### src/rtl/hpt_pkg.sv
// Package of the header parameter tokenizer: codes, command type and helpers.
package hpt_pkg;

   localparam int WS_DEPTH_DEF = 32;

   localparam int Q_DEPTH = 4;
   localparam int Q_PTR_W = $clog2(Q_DEPTH);
   localparam int Q_CNT_W = $clog2(Q_DEPTH + 1);

   localparam logic [7:0] CH_SEMI    = 8'h3B;
   localparam logic [7:0] CH_LPAREN  = 8'h28;
   localparam logic [7:0] CH_RPAREN  = 8'h29;
   localparam logic [7:0] CH_EQUAL   = 8'h3D;
   localparam logic [7:0] CH_DQUOTE  = 8'h22;
   localparam logic [7:0] CH_BSLASH  = 8'h5C;
   localparam logic [7:0] CH_SPACE   = 8'h20;
   localparam logic [7:0] CH_WS_LO   = 8'h09;
   localparam logic [7:0] CH_WS_HI   = 8'h0D;

   localparam int FLAG_NO_COMMENT = 0;
   localparam int FLAG_NO_QUOTE   = 1;
   localparam int FLAG_NO_PRIMARY = 2;

   localparam logic [1:0] KIND_PRIMARY = 2'd0;
   localparam logic [1:0] KIND_KEY     = 2'd1;
   localparam logic [1:0] KIND_VALUE   = 2'd2;

   typedef enum logic [2:0] {
      LX_RAW     = 3'd0,
      LX_DQ      = 3'd1,
      LX_DQ_ESC  = 3'd2,
      LX_CMT     = 3'd3,
      LX_CMT_ESC = 3'd4
   } lex_type;

   typedef enum logic [1:0] {
      ACT_NONE = 2'd0,
      ACT_WS   = 2'd1,
      ACT_CHAR = 2'd2
   } act_type;

   typedef enum logic [1:0] {
      BK_LOAD  = 2'd0,
      BK_FLUSH = 2'd1,
      BK_WS    = 2'd2,
      BK_MARK  = 2'd3
   } back_state_type;

   // one classified item as handed from front to back
   typedef struct packed {
      logic [7:0] data;
      logic [1:0] kind;
      act_type    act;
      logic       clr;
      logic       mark;
      logic       hdr;
   } cmd_type;

   function automatic logic is_ws(input logic [7:0] c);
      return (c == CH_SPACE) || ((c >= CH_WS_LO) && (c <= CH_WS_HI));
   endfunction

endpackage

### src/rtl/hpt_front.sv
// Front end: takes header bytes, tracks quote/comment/part state, issues commands.
module hpt_front (
   input  logic             clock,
   input  logic             reset,
   input  logic             csr_wr_en,
   input  logic [2:0]       csr_parse_flags,
   input  logic             req_valid,
   output logic             req_ready,
   input  logic [7:0]       req_in_byte,
   input  logic             req_in_last,
   input  logic             q_full,
   output logic             q_push,
   output hpt_pkg::cmd_type q_cmd
);

   logic [2:0]       flags_ff;
   hpt_pkg::lex_type lex_ff, lex_in;
   logic [1:0]       kind_ff, kind_in;
   logic             open_ff, open_in;
   logic             started_ff, started_in;

   hpt_pkg::lex_type lex0;
   logic [1:0]       kind0;
   logic             started0;
   logic             content;
   logic             term;
   logic             accept;

   assign req_ready = !q_full;
   assign accept    = req_valid && req_ready;

   always_comb begin
      lex0     = open_ff ? lex_ff : hpt_pkg::LX_RAW;
      started0 = open_ff ? started_ff : 1'b0;
      kind0    = kind_ff;
      if (!open_ff && (kind_ff == hpt_pkg::KIND_PRIMARY)
          && flags_ff[hpt_pkg::FLAG_NO_PRIMARY]) begin
         kind0 = hpt_pkg::KIND_KEY;
      end

      content = 1'b0;
      term    = 1'b0;
      lex_in  = hpt_pkg::LX_RAW;
      unique case (lex0)
         hpt_pkg::LX_DQ: begin
            lex_in = hpt_pkg::LX_DQ;
            if (req_in_byte == hpt_pkg::CH_BSLASH) begin
               lex_in = hpt_pkg::LX_DQ_ESC;
            end else if (req_in_byte == hpt_pkg::CH_DQUOTE) begin
               lex_in = hpt_pkg::LX_RAW;
            end else begin
               content = 1'b1;
            end
         end
         hpt_pkg::LX_DQ_ESC: begin
            content = 1'b1;
            lex_in  = hpt_pkg::LX_DQ;
         end
         hpt_pkg::LX_CMT: begin
            lex_in = hpt_pkg::LX_CMT;
            if (req_in_byte == hpt_pkg::CH_RPAREN) begin
               lex_in = hpt_pkg::LX_RAW;
            end else if (req_in_byte == hpt_pkg::CH_BSLASH) begin
               lex_in = hpt_pkg::LX_CMT_ESC;
            end
         end
         hpt_pkg::LX_CMT_ESC: begin
            lex_in = hpt_pkg::LX_CMT;
         end
         default: begin
            priority if (req_in_byte == hpt_pkg::CH_DQUOTE
                         && !flags_ff[hpt_pkg::FLAG_NO_QUOTE]) begin
               lex_in = hpt_pkg::LX_DQ;
            end else if (req_in_byte == hpt_pkg::CH_LPAREN
                         && !flags_ff[hpt_pkg::FLAG_NO_COMMENT]) begin
               lex_in = hpt_pkg::LX_CMT;
            end else if (req_in_byte == hpt_pkg::CH_SEMI) begin
               term = 1'b1;
            end else begin
               content = 1'b1;
            end
         end
      endcase

      kind_in    = kind0;
      started_in = started0;
      open_in    = 1'b1;
      q_cmd.data = req_in_byte;
      q_cmd.act  = hpt_pkg::ACT_NONE;
      q_cmd.clr  = 1'b0;
      q_cmd.mark = 1'b0;
      q_cmd.hdr  = req_in_last;

      if (content) begin
         if ((kind0 == hpt_pkg::KIND_KEY) && (req_in_byte == hpt_pkg::CH_EQUAL)) begin
            kind_in    = hpt_pkg::KIND_VALUE;
            started_in = 1'b0;
            q_cmd.clr  = 1'b1;
         end else if (hpt_pkg::is_ws(req_in_byte)) begin
            if (started0) begin
               q_cmd.act = hpt_pkg::ACT_WS;
            end
         end else begin
            q_cmd.act  = hpt_pkg::ACT_CHAR;
            started_in = 1'b1;
         end
      end
      q_cmd.kind = kind_in;

      if (term || req_in_last) begin
         q_cmd.mark = 1'b1;
         open_in    = 1'b0;
         lex_in     = hpt_pkg::LX_RAW;
         started_in = 1'b0;
         kind_in    = req_in_last ? hpt_pkg::KIND_PRIMARY : hpt_pkg::KIND_KEY;
      end

      q_push = accept && (q_cmd.clr || q_cmd.mark || (q_cmd.act != hpt_pkg::ACT_NONE));
   end

   always_ff @(posedge clock) begin
      if (reset) begin
         flags_ff   <= '0;
         lex_ff     <= hpt_pkg::LX_RAW;
         kind_ff    <= hpt_pkg::KIND_PRIMARY;
         open_ff    <= 1'b0;
         started_ff <= 1'b0;
      end else begin
         if (csr_wr_en) begin
            flags_ff <= csr_parse_flags;
         end
         if (accept) begin
            lex_ff     <= lex_in;
            kind_ff    <= kind_in;
            open_ff    <= open_in;
            started_ff <= started_in;
         end
      end
   end

endmodule

### src/rtl/hpt_queue.sv
// Short command queue between front and back end.
module hpt_queue (
   input  logic             clock,
   input  logic             reset,
   input  logic             wr_en,
   input  hpt_pkg::cmd_type wr_cmd,
   output logic             full,
   input  logic             rd_en,
   output hpt_pkg::cmd_type rd_cmd,
   output logic             empty
);

   hpt_pkg::cmd_type                 slot_ff [hpt_pkg::Q_DEPTH];
   logic [hpt_pkg::Q_PTR_W-1:0]      wr_ptr_ff;
   logic [hpt_pkg::Q_PTR_W-1:0]      rd_ptr_ff;
   logic [hpt_pkg::Q_CNT_W-1:0]      cnt_ff;

   assign full   = (cnt_ff == hpt_pkg::Q_CNT_W'(hpt_pkg::Q_DEPTH));
   assign empty  = (cnt_ff == '0);
   assign rd_cmd = slot_ff[rd_ptr_ff];

   always_ff @(posedge clock) begin
      if (wr_en) begin
         slot_ff[wr_ptr_ff] <= wr_cmd;
      end
   end

   always_ff @(posedge clock) begin
      if (reset) begin
         wr_ptr_ff <= '0;
         rd_ptr_ff <= '0;
         cnt_ff    <= '0;
      end else begin
         if (wr_en) begin
            wr_ptr_ff <= wr_ptr_ff + 1'b1;
         end
         if (rd_en) begin
            rd_ptr_ff <= rd_ptr_ff + 1'b1;
         end
         if (wr_en && !rd_en) begin
            cnt_ff <= cnt_ff + 1'b1;
         end else if (rd_en && !wr_en) begin
            cnt_ff <= cnt_ff - 1'b1;
         end
      end
   end

endmodule

### src/rtl/hpt_back.sv
// Back end: pending whitespace store and result sequencer with output register.
module hpt_back #(
   parameter int WS_DEPTH = hpt_pkg::WS_DEPTH_DEF
) (
   input  logic             clock,
   input  logic             reset,
   input  logic             q_empty,
   input  hpt_pkg::cmd_type q_cmd,
   output logic             q_pop,
   output logic             rsp_valid,
   input  logic             rsp_ready,
   output logic [7:0]       rsp_out_byte,
   output logic             rsp_has_data,
   output logic [1:0]       rsp_field_kind,
   output logic             rsp_end_part,
   output logic             rsp_end_header,
   output logic             rsp_ws_overflow,
   output logic             rsp_run_last
);

   localparam int PTR_W = (WS_DEPTH > 1) ? $clog2(WS_DEPTH) : 1;
   localparam int CNT_W = $clog2(WS_DEPTH + 1);
   localparam logic [PTR_W-1:0] PTR_LAST = PTR_W'(WS_DEPTH - 1);
   localparam logic [CNT_W-1:0] CNT_FULL = CNT_W'(WS_DEPTH);

   hpt_pkg::back_state_type state_ff, state_in;
   hpt_pkg::cmd_type        cur_ff, cur_in;
   logic [PTR_W-1:0]        head_ff, head_in;
   logic [PTR_W-1:0]        tail_ff, tail_in;
   logic [CNT_W-1:0]        cnt_ff, cnt_in;
   logic [7:0]              rdata_ff;
   logic [7:0]              ws_mem [WS_DEPTH];

   logic                    we;
   logic                    adv;
   logic                    out_go;
   logic [7:0]              o_byte;
   logic                    o_has;
   logic                    o_ep;
   logic                    o_eh;
   logic                    o_ovf;
   logic                    o_last;

   logic                    valid_ff, valid_in;
   logic [7:0]              byte_ff;
   logic                    has_ff;
   logic [1:0]              kind_ff;
   logic                    ep_ff;
   logic                    eh_ff;
   logic                    ovf_ff;
   logic                    last_ff;

   function automatic logic [PTR_W-1:0] ptr_inc(input logic [PTR_W-1:0] p);
      return (p == PTR_LAST) ? '0 : p + 1'b1;
   endfunction

   assign adv = !valid_ff || rsp_ready;

   always_comb begin
      state_in = state_ff;
      cur_in   = cur_ff;
      head_in  = head_ff;
      tail_in  = tail_ff;
      cnt_in   = cnt_ff;
      q_pop    = 1'b0;
      we       = 1'b0;
      out_go   = 1'b0;
      o_byte   = '0;
      o_has    = 1'b0;
      o_ep     = 1'b0;
      o_eh     = 1'b0;
      o_ovf    = 1'b0;
      o_last   = 1'b0;

      unique case (state_ff)
         hpt_pkg::BK_LOAD: begin
            if (!q_empty) begin
               q_pop  = 1'b1;
               cur_in = q_cmd;
               if (q_cmd.clr) begin
                  head_in = '0;
                  tail_in = '0;
                  cnt_in  = '0;
               end
               unique case (q_cmd.act)
                  hpt_pkg::ACT_WS:   state_in = hpt_pkg::BK_WS;
                  hpt_pkg::ACT_CHAR: state_in = hpt_pkg::BK_FLUSH;
                  default:           state_in = q_cmd.mark ? hpt_pkg::BK_MARK
                                                           : hpt_pkg::BK_LOAD;
               endcase
            end
         end
         hpt_pkg::BK_FLUSH: begin
            if (adv) begin
               out_go = 1'b1;
               o_has  = 1'b1;
               if (cnt_ff != '0) begin
                  o_byte  = rdata_ff;
                  head_in = ptr_inc(head_ff);
                  cnt_in  = cnt_ff - 1'b1;
               end else begin
                  o_byte   = cur_ff.data;
                  o_last   = !cur_ff.mark;
                  state_in = cur_ff.mark ? hpt_pkg::BK_MARK : hpt_pkg::BK_LOAD;
               end
            end
         end
         hpt_pkg::BK_WS: begin
            if (cnt_ff == CNT_FULL) begin
               if (adv) begin
                  out_go   = 1'b1;
                  o_has    = 1'b1;
                  o_byte   = rdata_ff;
                  o_ovf    = 1'b1;
                  o_last   = !cur_ff.mark;
                  we       = 1'b1;
                  head_in  = ptr_inc(head_ff);
                  tail_in  = ptr_inc(tail_ff);
                  state_in = cur_ff.mark ? hpt_pkg::BK_MARK : hpt_pkg::BK_LOAD;
               end
            end else begin
               we       = 1'b1;
               tail_in  = ptr_inc(tail_ff);
               cnt_in   = cnt_ff + 1'b1;
               state_in = cur_ff.mark ? hpt_pkg::BK_MARK : hpt_pkg::BK_LOAD;
            end
         end
         hpt_pkg::BK_MARK: begin
            if (adv) begin
               out_go   = 1'b1;
               o_ep     = 1'b1;
               o_eh     = cur_ff.hdr;
               o_last   = 1'b1;
               head_in  = '0;
               tail_in  = '0;
               cnt_in   = '0;
               state_in = hpt_pkg::BK_LOAD;
            end
         end
         default: begin
            state_in = hpt_pkg::BK_LOAD;
         end
      endcase

      valid_in = valid_ff && !rsp_ready;
      if (out_go) begin
         valid_in = 1'b1;
      end
   end

   // store write at the tail; head byte always prefetched into rdata_ff
   always_ff @(posedge clock) begin
      if (we) begin
         ws_mem[tail_ff] <= cur_ff.data;
      end
   end

   always_ff @(posedge clock) begin
      if (we && (tail_ff == head_in)) begin
         rdata_ff <= cur_ff.data;
      end else begin
         rdata_ff <= ws_mem[head_in];
      end
   end

   always_ff @(posedge clock) begin
      if (reset) begin
         state_ff <= hpt_pkg::BK_LOAD;
         head_ff  <= '0;
         tail_ff  <= '0;
         cnt_ff   <= '0;
         valid_ff <= 1'b0;
      end else begin
         state_ff <= state_in;
         head_ff  <= head_in;
         tail_ff  <= tail_in;
         cnt_ff   <= cnt_in;
         valid_ff <= valid_in;
      end
   end

   always_ff @(posedge clock) begin
      cur_ff <= cur_in;
      if (out_go) begin
         byte_ff <= o_byte;
         has_ff  <= o_has;
         kind_ff <= cur_ff.kind;
         ep_ff   <= o_ep;
         eh_ff   <= o_eh;
         ovf_ff  <= o_ovf;
         last_ff <= o_last;
      end
   end

   assign rsp_valid       = valid_ff;
   assign rsp_out_byte    = byte_ff;
   assign rsp_has_data    = has_ff;
   assign rsp_field_kind  = kind_ff;
   assign rsp_end_part    = ep_ff;
   assign rsp_end_header  = eh_ff;
   assign rsp_ws_overflow = ovf_ff;
   assign rsp_run_last    = last_ff;

endmodule

### src/rtl/header_parameter_tokenizer_core.sv
// Top level of the header parameter tokenizer: front end, command queue, back end.
//
//   port group  direction  handshake          payload
//   req_        in         req_valid/ready    in_byte, in_last
//   rsp_        out        rsp_valid/ready    out_byte .. run_last
//   csr_        in         csr_wr_en          parse_flags
//
// Front end accepts one item per cycle while the 4-entry command queue has room.
// Back end loads a command and emits its results in order (flushed pending whitespace,
// content byte, end marker), each when the output register can advance; a stored space
// emits nothing, or the oldest pending byte flagged as overflow if the store is full.
// Synchronous active-high reset; the whitespace store needs no clearing pass.
// rsp_ready low stalls the back end only; the front end runs until the queue fills.
module header_parameter_tokenizer_core #(
   parameter int WS_DEPTH = hpt_pkg::WS_DEPTH_DEF
) (
   input  logic       clock,
   input  logic       reset,
   input  logic       csr_wr_en,
   input  logic [2:0] csr_parse_flags,
   input  logic       req_valid,
   output logic       req_ready,
   input  logic [7:0] req_in_byte,
   input  logic       req_in_last,
   output logic       rsp_valid,
   input  logic       rsp_ready,
   output logic [7:0] rsp_out_byte,
   output logic       rsp_has_data,
   output logic [1:0] rsp_field_kind,
   output logic       rsp_end_part,
   output logic       rsp_end_header,
   output logic       rsp_ws_overflow,
   output logic       rsp_run_last
);

   hpt_pkg::cmd_type push_cmd;
   hpt_pkg::cmd_type pop_cmd;
   logic             q_push;
   logic             q_pop;
   logic             q_full;
   logic             q_empty;

   hpt_front u_front (
      .clock           (clock),
      .reset           (reset),
      .csr_wr_en       (csr_wr_en),
      .csr_parse_flags (csr_parse_flags),
      .req_valid       (req_valid),
      .req_ready       (req_ready),
      .req_in_byte     (req_in_byte),
      .req_in_last     (req_in_last),
      .q_full          (q_full),
      .q_push          (q_push),
      .q_cmd           (push_cmd)
   );

   hpt_queue u_queue (
      .clock  (clock),
      .reset  (reset),
      .wr_en  (q_push),
      .wr_cmd (push_cmd),
      .full   (q_full),
      .rd_en  (q_pop),
      .rd_cmd (pop_cmd),
      .empty  (q_empty)
   );

   hpt_back #(
      .WS_DEPTH (WS_DEPTH)
   ) u_back (
      .clock           (clock),
      .reset           (reset),
      .q_empty         (q_empty),
      .q_cmd           (pop_cmd),
      .q_pop           (q_pop),
      .rsp_valid       (rsp_valid),
      .rsp_ready       (rsp_ready),
      .rsp_out_byte    (rsp_out_byte),
      .rsp_has_data    (rsp_has_data),
      .rsp_field_kind  (rsp_field_kind),
      .rsp_end_part    (rsp_end_part),
      .rsp_end_header  (rsp_end_header),
      .rsp_ws_overflow (rsp_ws_overflow),
      .rsp_run_last    (rsp_run_last)
   );

endmodule

### config.mk
export PLATFORM = sky130hd
export DESIGN_NAME = header_parameter_tokenizer_core
export DESIGN_NICKNAME = d
export VERILOG_FILES = /design/src/rtl/hpt_pkg.sv /design/src/rtl/hpt_front.sv /design/src/rtl/hpt_queue.sv /design/src/rtl/hpt_back.sv /design/src/rtl/header_parameter_tokenizer_core.sv
export SDC_FILE = /design/constraint.sdc
export NUM_CORES = 1
export LEC_CHECK = 0
export ABC_AREA = 0
export BUFFER_PORTS_ARGS = -buffer_cell sky130_fd_sc_hd__buf_2
export CELL_PAD_IN_SITES_DETAIL_PLACEMENT = 1
export CELL_PAD_IN_SITES_GLOBAL_PLACEMENT = 1
export CORE_UTILIZATION = 40
export CTS_BUF_LIST = sky130_fd_sc_hd__clkbuf_8
export CTS_CLUSTER_SIZE = 30
export DETAILED_ROUTE_END_ITERATION = 10
export GPL_ROUTABILITY_DRIVEN = 0
export HOLD_SLACK_MARGIN = 0.1
export PLACE_DENSITY = 0.62
export SYNTH_ARGS = -nofsm -noshare
export SYNTH_HDL_FRONTEND = slang
export SYNTH_SLANG_ARGS = --single-unit
export TNS_END_PERCENT = 20
### constraint.sdc
create_clock -name clock -period 4.06 [get_ports clock]
set_input_delay 0.406 -clock clock [delete_from_list [all_inputs] [get_ports clock]]
set_output_delay 0.406 -clock clock [all_outputs]
set_load 0.01 [all_outputs]
* After elaboration in Yosys (flattened, before gate mapping)
Memories as Yosys holds them, arrays and structs flattened. A register that Yosys moved wholly into a read port is not among the register bits.
Index checks and enable logic that the tools add are counted.
** Operators by class
- Add/subtract/negate cells :: 8
- $lt $le $gt $ge :: 2
- Eq/ne operators :: 29
- Multiplexer cells :: 96
- Bitwise operators :: 1
- Reduce and logical (&&, ||, !) cells :: 40
** Operators by type and width (number)
- $mux 5 :: 14
- $eq 8x6->1 const B :: 6
- $mux 6 :: 6
- $mux 1 :: 35
- $mux 2 :: 17
- $mux 8 :: 4
- $mux 3 :: 9
- $pmux 6 s4 :: 1
- $pmux 5 s4 :: 1
- $pmux 8 s2 :: 1
- $pmux 5 s3 :: 1
- $pmux 3 s4 :: 1
- $logic_and 1x1->1 :: 11
- $add 5x1->5 const B :: 2
- $eq 5x5->1 const B :: 2
- $reduce_and 5->1 :: 2
- $logic_not 1->1 :: 9
- $eq 8x7->1 const B :: 1
- $ge 8x4->1 const B :: 1
- $le 8x4->1 const B :: 1
- $ne 2x1->1 const B :: 4
- $pmux 2 s4 :: 1
- $add 6x1->6 const B :: 1
- $eq 2x1->1 const B :: 3
- 25 further kinds :: 42
** Storage, ports and cells
- Flip-flop bits (word level) :: 63
- Memory bits (writable) :: 316
- Input port bits :: 17
- Output and inout bits :: 17
- Memories kept :: 2
** Memories
- u_back.ws_mem :: words 32, width 8, rd ports 1, clocked after memory_dff 1, wr ports 1, line hpt_back.sv:32 : logic [7:0] ws_mem [WS_DEPTH];
- u_queue.slot_ff :: words 4, width 15, rd ports 1, clocked after memory_dff 1, wr ports 1, line hpt_queue.sv:13 : hpt_pkg::cmd_type slot_ff [hpt_pkg::Q_DEPTH];

* Logic depth before layout (Yosys ltp)
- Depth in word-level cells :: 15
- Mapped depth :: 12
- Gate-level depth less buffers :: 11

* Cells and area by module
A second synthesis with hierarchy kept.
** Second synthesis, totals
- Cell total of the unflattened synthesis :: 932
- Area total of the unflattened synthesis :: 16154.2 µm²
** By module, submodules not included
- hpt_back :: instances 1, cells each 695, area each 12613.3 µm²
- hpt_queue :: instances 1, cells each 122, area each 2623.8 µm²
- hpt_front :: instances 1, cells each 115, area each 917.1 µm²

* Worst setup path after synthesis
Ideal clock, no wire load.
- Path kind :: input to register
- From :: input port req_in_byte[0]
- To :: register u_queue.cnt_ff[2] in the netlist's numbering
- Setup time :: 0.072 ns
- Data arrival time :: 2.869 ns
- Slack :: 1.119 ns
- Stages :: 12
- Path through :: buf_2 > nor4bb_1 > nand4_1 > nor2_1 > nor2_1 > a21oi_2 > ha_1 > inv_1 > fa_1 > xor2_1 > or3_1 > a21oi_1
** Between the ends
- Word-level cells in the longest chain between the ends :: 13
** RTL lines
- from (decl) :: line header_parameter_tokenizer_core.sv:23 : input logic [7:0] req_in_byte,
- parallel branches: the longest is 8 deep, another holds $ge 8x4->1
- $logic_or 1x1->1 (*) :: line hpt_front.sv:118 : q_push = accept && (q_cmd.clr || q_cmd.mark || (q_cmd.act != hpt_pkg::ACT_NONE));
- $logic_and 1x1->1 (*) :: line hpt_front.sv:118
- net q_push :: line header_parameter_tokenizer_core.sv:38 : logic q_push;
- $logic_not 1->1 :: line hpt_queue.sv:42 : end else if (rd_en && !wr_en) begin
- $logic_and 1x1->1 :: line hpt_queue.sv:42
- $reduce_bool 2->1 (no source line)
- to (signal assigned) :: line hpt_queue.sv:41 : cnt_ff <= cnt_ff + 1'b1;
- to (signal assigned) :: line hpt_queue.sv:43 : cnt_ff <= cnt_ff - 1'b1;
- to (decl) :: line hpt_queue.sv:16 : logic [hpt_pkg::Q_CNT_W-1:0] cnt_ff;
Mark *: on every way through the listed nets, which the timed path passes.
A chain may end at the register's enable or synchronous reset.

* Worst setup path in the final report
- From :: input port req_in_byte[7]
- To :: register u_queue.cnt_ff[2] in the netlist's numbering
Same word-level chain as after synthesis.

==> results.sh <==
export IMPL_first_iter_violations=432
export IMPL_fp_coreArea_mm2=0.0389
export IMPL_crit_top_cell="nor2_1"
export IMPL_yosysTopAreaCellShare_pct=64.8
export IMPL_drv_cap=0
export IMPL_clock_skew_ns=0.0387
export IMPL_drt_total_wl_mm=34.8
export IMPL_max_freq_ghz=0.303
export IMPL_ir_drop_mv=0.255
export IMPL_fin_nets=1052
export IMPL_path_clk_slew_ns=0.06
export IMPL_hold_viol=0
export IMPL_critPathArrivalTime_ns=3.80
export IMPL_finalCritPeriodShare_pct=81.2
export IMPL_cts_tree="built"
export IMPL_vias=8350
export IMPL_dr_pass1_iters=5
export IMPL_synth_distinct_cells=74
export IMPL_grt_max_degree=43
export IMPL_critPathCaptureType="flip-flop"
export IMPL_synth_edf_count=343
export IMPL_synthMostInstantiatedCell="edfxtp_1"
export IMPL_post_cts_buffers=0
export IMPL_cp_slowest_cell="dlygate4sd3_1"
export IMPL_die_w_um=201
export IMPL_antenna_left=0
export IMPL_drv_slew=0
export IMPL_hp_class="input pin to flip-flop"
export IMPL_cts_repair_resized=0
export IMPL_synthesis_area_mm2=0.0159
export IMPL_hold_buffers=12
export IMPL_grt_first_pass_wirelength_mm=54.1
export IMPL_chipHeight_um=201
export IMPL_post_drt_wl_per_cell_um=22.0
export IMPL_required_ns=4.57
export IMPL_grt_setup_unrepaired="false"
export IMPL_drive_above_1_share_pct=24.9
export IMPL_ios=34
export IMPL_finalSetupViolCount=0
export IMPL_setup_tns_ns=0
export IMPL_start_util_pct=40.8
export IMPL_cts_root_buf="clkbuf_8"
export IMPL_synth_main_ff_cell="edfxtp_1"
export IMPL_ys_seq_area_share_pct=70.2
export IMPL_tightest_slew_ns=1.24
export IMPL_syn_avg_cell_area_um2=17.6
export IMPL_synth_area_leaders="edfxtp_1 65%, mux4_2 12%, dfxtp_1 5.4%"
export IMPL_critical_path_class="input pin to flip-flop"
export IMPL_clock_sinks=386
export IMPL_path_cells="dlygate4sd3_1 -> buf_2 -> nor4bb_1 -> nand4_1 -> nor2_1 -> nor2_1 -> a21oi_2 -> ha_1 -> inv_1 -> fa_1 -> xor2_1 -> or3_1 -> a21oi_1"
export IMPL_clk_latency_ns=0.61
export IMPL_die_area_mm2=0.0405
export IMPL_rows=72
export IMPL_crit_path_start_kind="input pin"
export IMPL_syn_nets=943
export IMPL_cts_max_level=3
export IMPL_power_density_mw_per_mm2=617
export IMPL_portBuffers=33
export IMPL_async_reset_ff_share_pct=0
export IMPL_place_hpwl_mm=22.2
export IMPL_antenna_found_initial=0
export IMPL_status="finished clean"
export IMPL_grt_pass1_vias=9046
export IMPL_cp_max_fo=7
export IMPL_vias_per_cell=5.28
export IMPL_fin_crit_ns=3.30
export IMPL_synth_seq_cells=386
export IMPL_grt_usage_pct=17.8
export IMPL_cts_buffers=66
export IMPL_leakage_nw=5.95
export IMPL_area_delta_synth_final_pct=14.6
export IMPL_worst_path_dominant_cell_family="simple AND/OR/NAND/NOR gates"
export IMPL_num_antenna_cells=0
export IMPL_grt_ovfl_total=0
export IMPL_synthTopCellsByCount="343 x edfxtp_1, 86 x mux4_2, 76 x nor2_1"
export IMPL_fin_hold_ws_ns=0.164
export IMPL_r2r_slack_ns=0.93
export IMPL_slew_headroom_pct=17.2
export IMPL_utilization_pct=46.8
export IMPL_dp_slack_ns=0.632
export IMPL_synth_area_leader_cell="edfxtp_1"
export IMPL_max_clock_path_buffers=3
export IMPL_layout_setup_ws_ns=0.764
export IMPL_drc=0
export IMPL_synthCells=901
export IMPL_slowest_delay_ns=0.54
export IMPL_path_buf_inv=3
export IMPL_synth_warnings=0
-- area by class of cell --
type / instances / area (um^2)
Inverter: 22 / 82.6
Fill cell: 3744 / 20700
Timing Repair Buffer: 79 / 566
Clock inverter: 48 / 320
Sequential cell: 386 / 11200
Clock buffer: 72 / 991
Tap cell: 518 / 648
Multi-Input combinational cell: 455 / 4440
-- power by group --
group	internal (mW)	switching, mW
clock network	1.90	1.57
logic	0.979	1.30
registers	5.04	0.441
total	7.92	3.31
-- sequential cells by signal, indices dropped and copies added, names as in the netlist, 2 cells and up, named ones only --
register,cells
u_front.flags_ff,3
u_back.ws_mem,256
u_queue.slot_ff,60
u_front.kind_ff,2
u_back.head_ff,5
u_back.rsp_out_byte,8
u_back.cnt_ff,6
u_queue.rd_ptr_ff,2
u_front.lex_ff,3
u_back.cur_ff,12
u_back.state_ff,2
u_queue.wr_ptr_ff,2
u_back.tail_ff,5
u_back.rsp_field_kind,2
u_queue.cnt_ff,3
-- per-stage QoR --
stage | cells | power, mW | cell area [um^2]
finish | 1580 | 11.2 | 18200
global route | 1580 | 11.8 | 18200
CTS | 1580 | 11.4 | 18200
detailed placement | 1448 | 7.90 | 16800
global placement | 1448 | 7.86 | 16800
floorplan | 901 | 7.08 | 15900
-- worst paths after layout --
kind | startpoint | to | cells past startpoint
max | req_in_byte[7] | u_queue.cnt_ff[2] | 13
min | req_in_byte[2] | u_queue.slot_ff[1][9] | 1
max reg2reg | u_front.open_ff | u_queue.cnt_ff[2] | 11
min reg2reg | u_back.cur_ff[5] | u_back.rsp_field_kind[0] | 0
-- cell families after synthesis --
logic type / count (synthesis) / share of synthesized area [%]
simple gates: 217 / 7.54
flops: 386 / 70.2
fa+ha+maj: 25 / 2.06
xor+xnor: 7 / 0.386
mux: 106 / 13.6
buf+inv: 60 / 1.84
compound gates: 100 / 4.38
-- worst reg2reg max path, stage by stage, from the launching register on --
cell      delay, ns
dfxtp_1        0.47
nand2b_1       0.16
nor3b_1        0.21
a311oi_1       0.21
a211o_1        0.34
a21oi_2        0.30
ha_1           0.24
inv_1          0.07
fa_1           0.43
xor2_1         0.18
or3_1          0.30
a21oi_1        0.14
-- per-layer routing --
layer / vias to the layer above / GRT usage, % / wire (um)
li1: 3848 / - / -
met1: 4283 / 23.3 / 15400
met2: 161 / 29.5 / 17300
met3: 58 / 3.82 / 1390
met4: 0 / 5.82 / 694
met5: - / 0 / 0
-- placed cells by master, fill, tap and decap left out, types with 18 or more instances in the layout --
| cell type | synthesis | final |
|---|---|---|
| edfxtp_1 | 343 | 343 |
| mux4_2 | 86 | 86 |
| nor2_1 | 76 | 76 |
| clkbuf_8 | 0 | 72 |
| dfxtp_1 | 43 | 41 |
| inv_1 | 22 | 33 |
| buf_2 | 10 | 33 |
| buf_4 | 2 | 32 |
| nand2_1 | 31 | 31 |
| a21oi_1 | 27 | 27 |
| ha_1 | 23 | 23 |
| clkinv_1 | 0 | 19 |
| mux2i_1 | 18 | 18 |
Power figures use the tool's default switching activity.
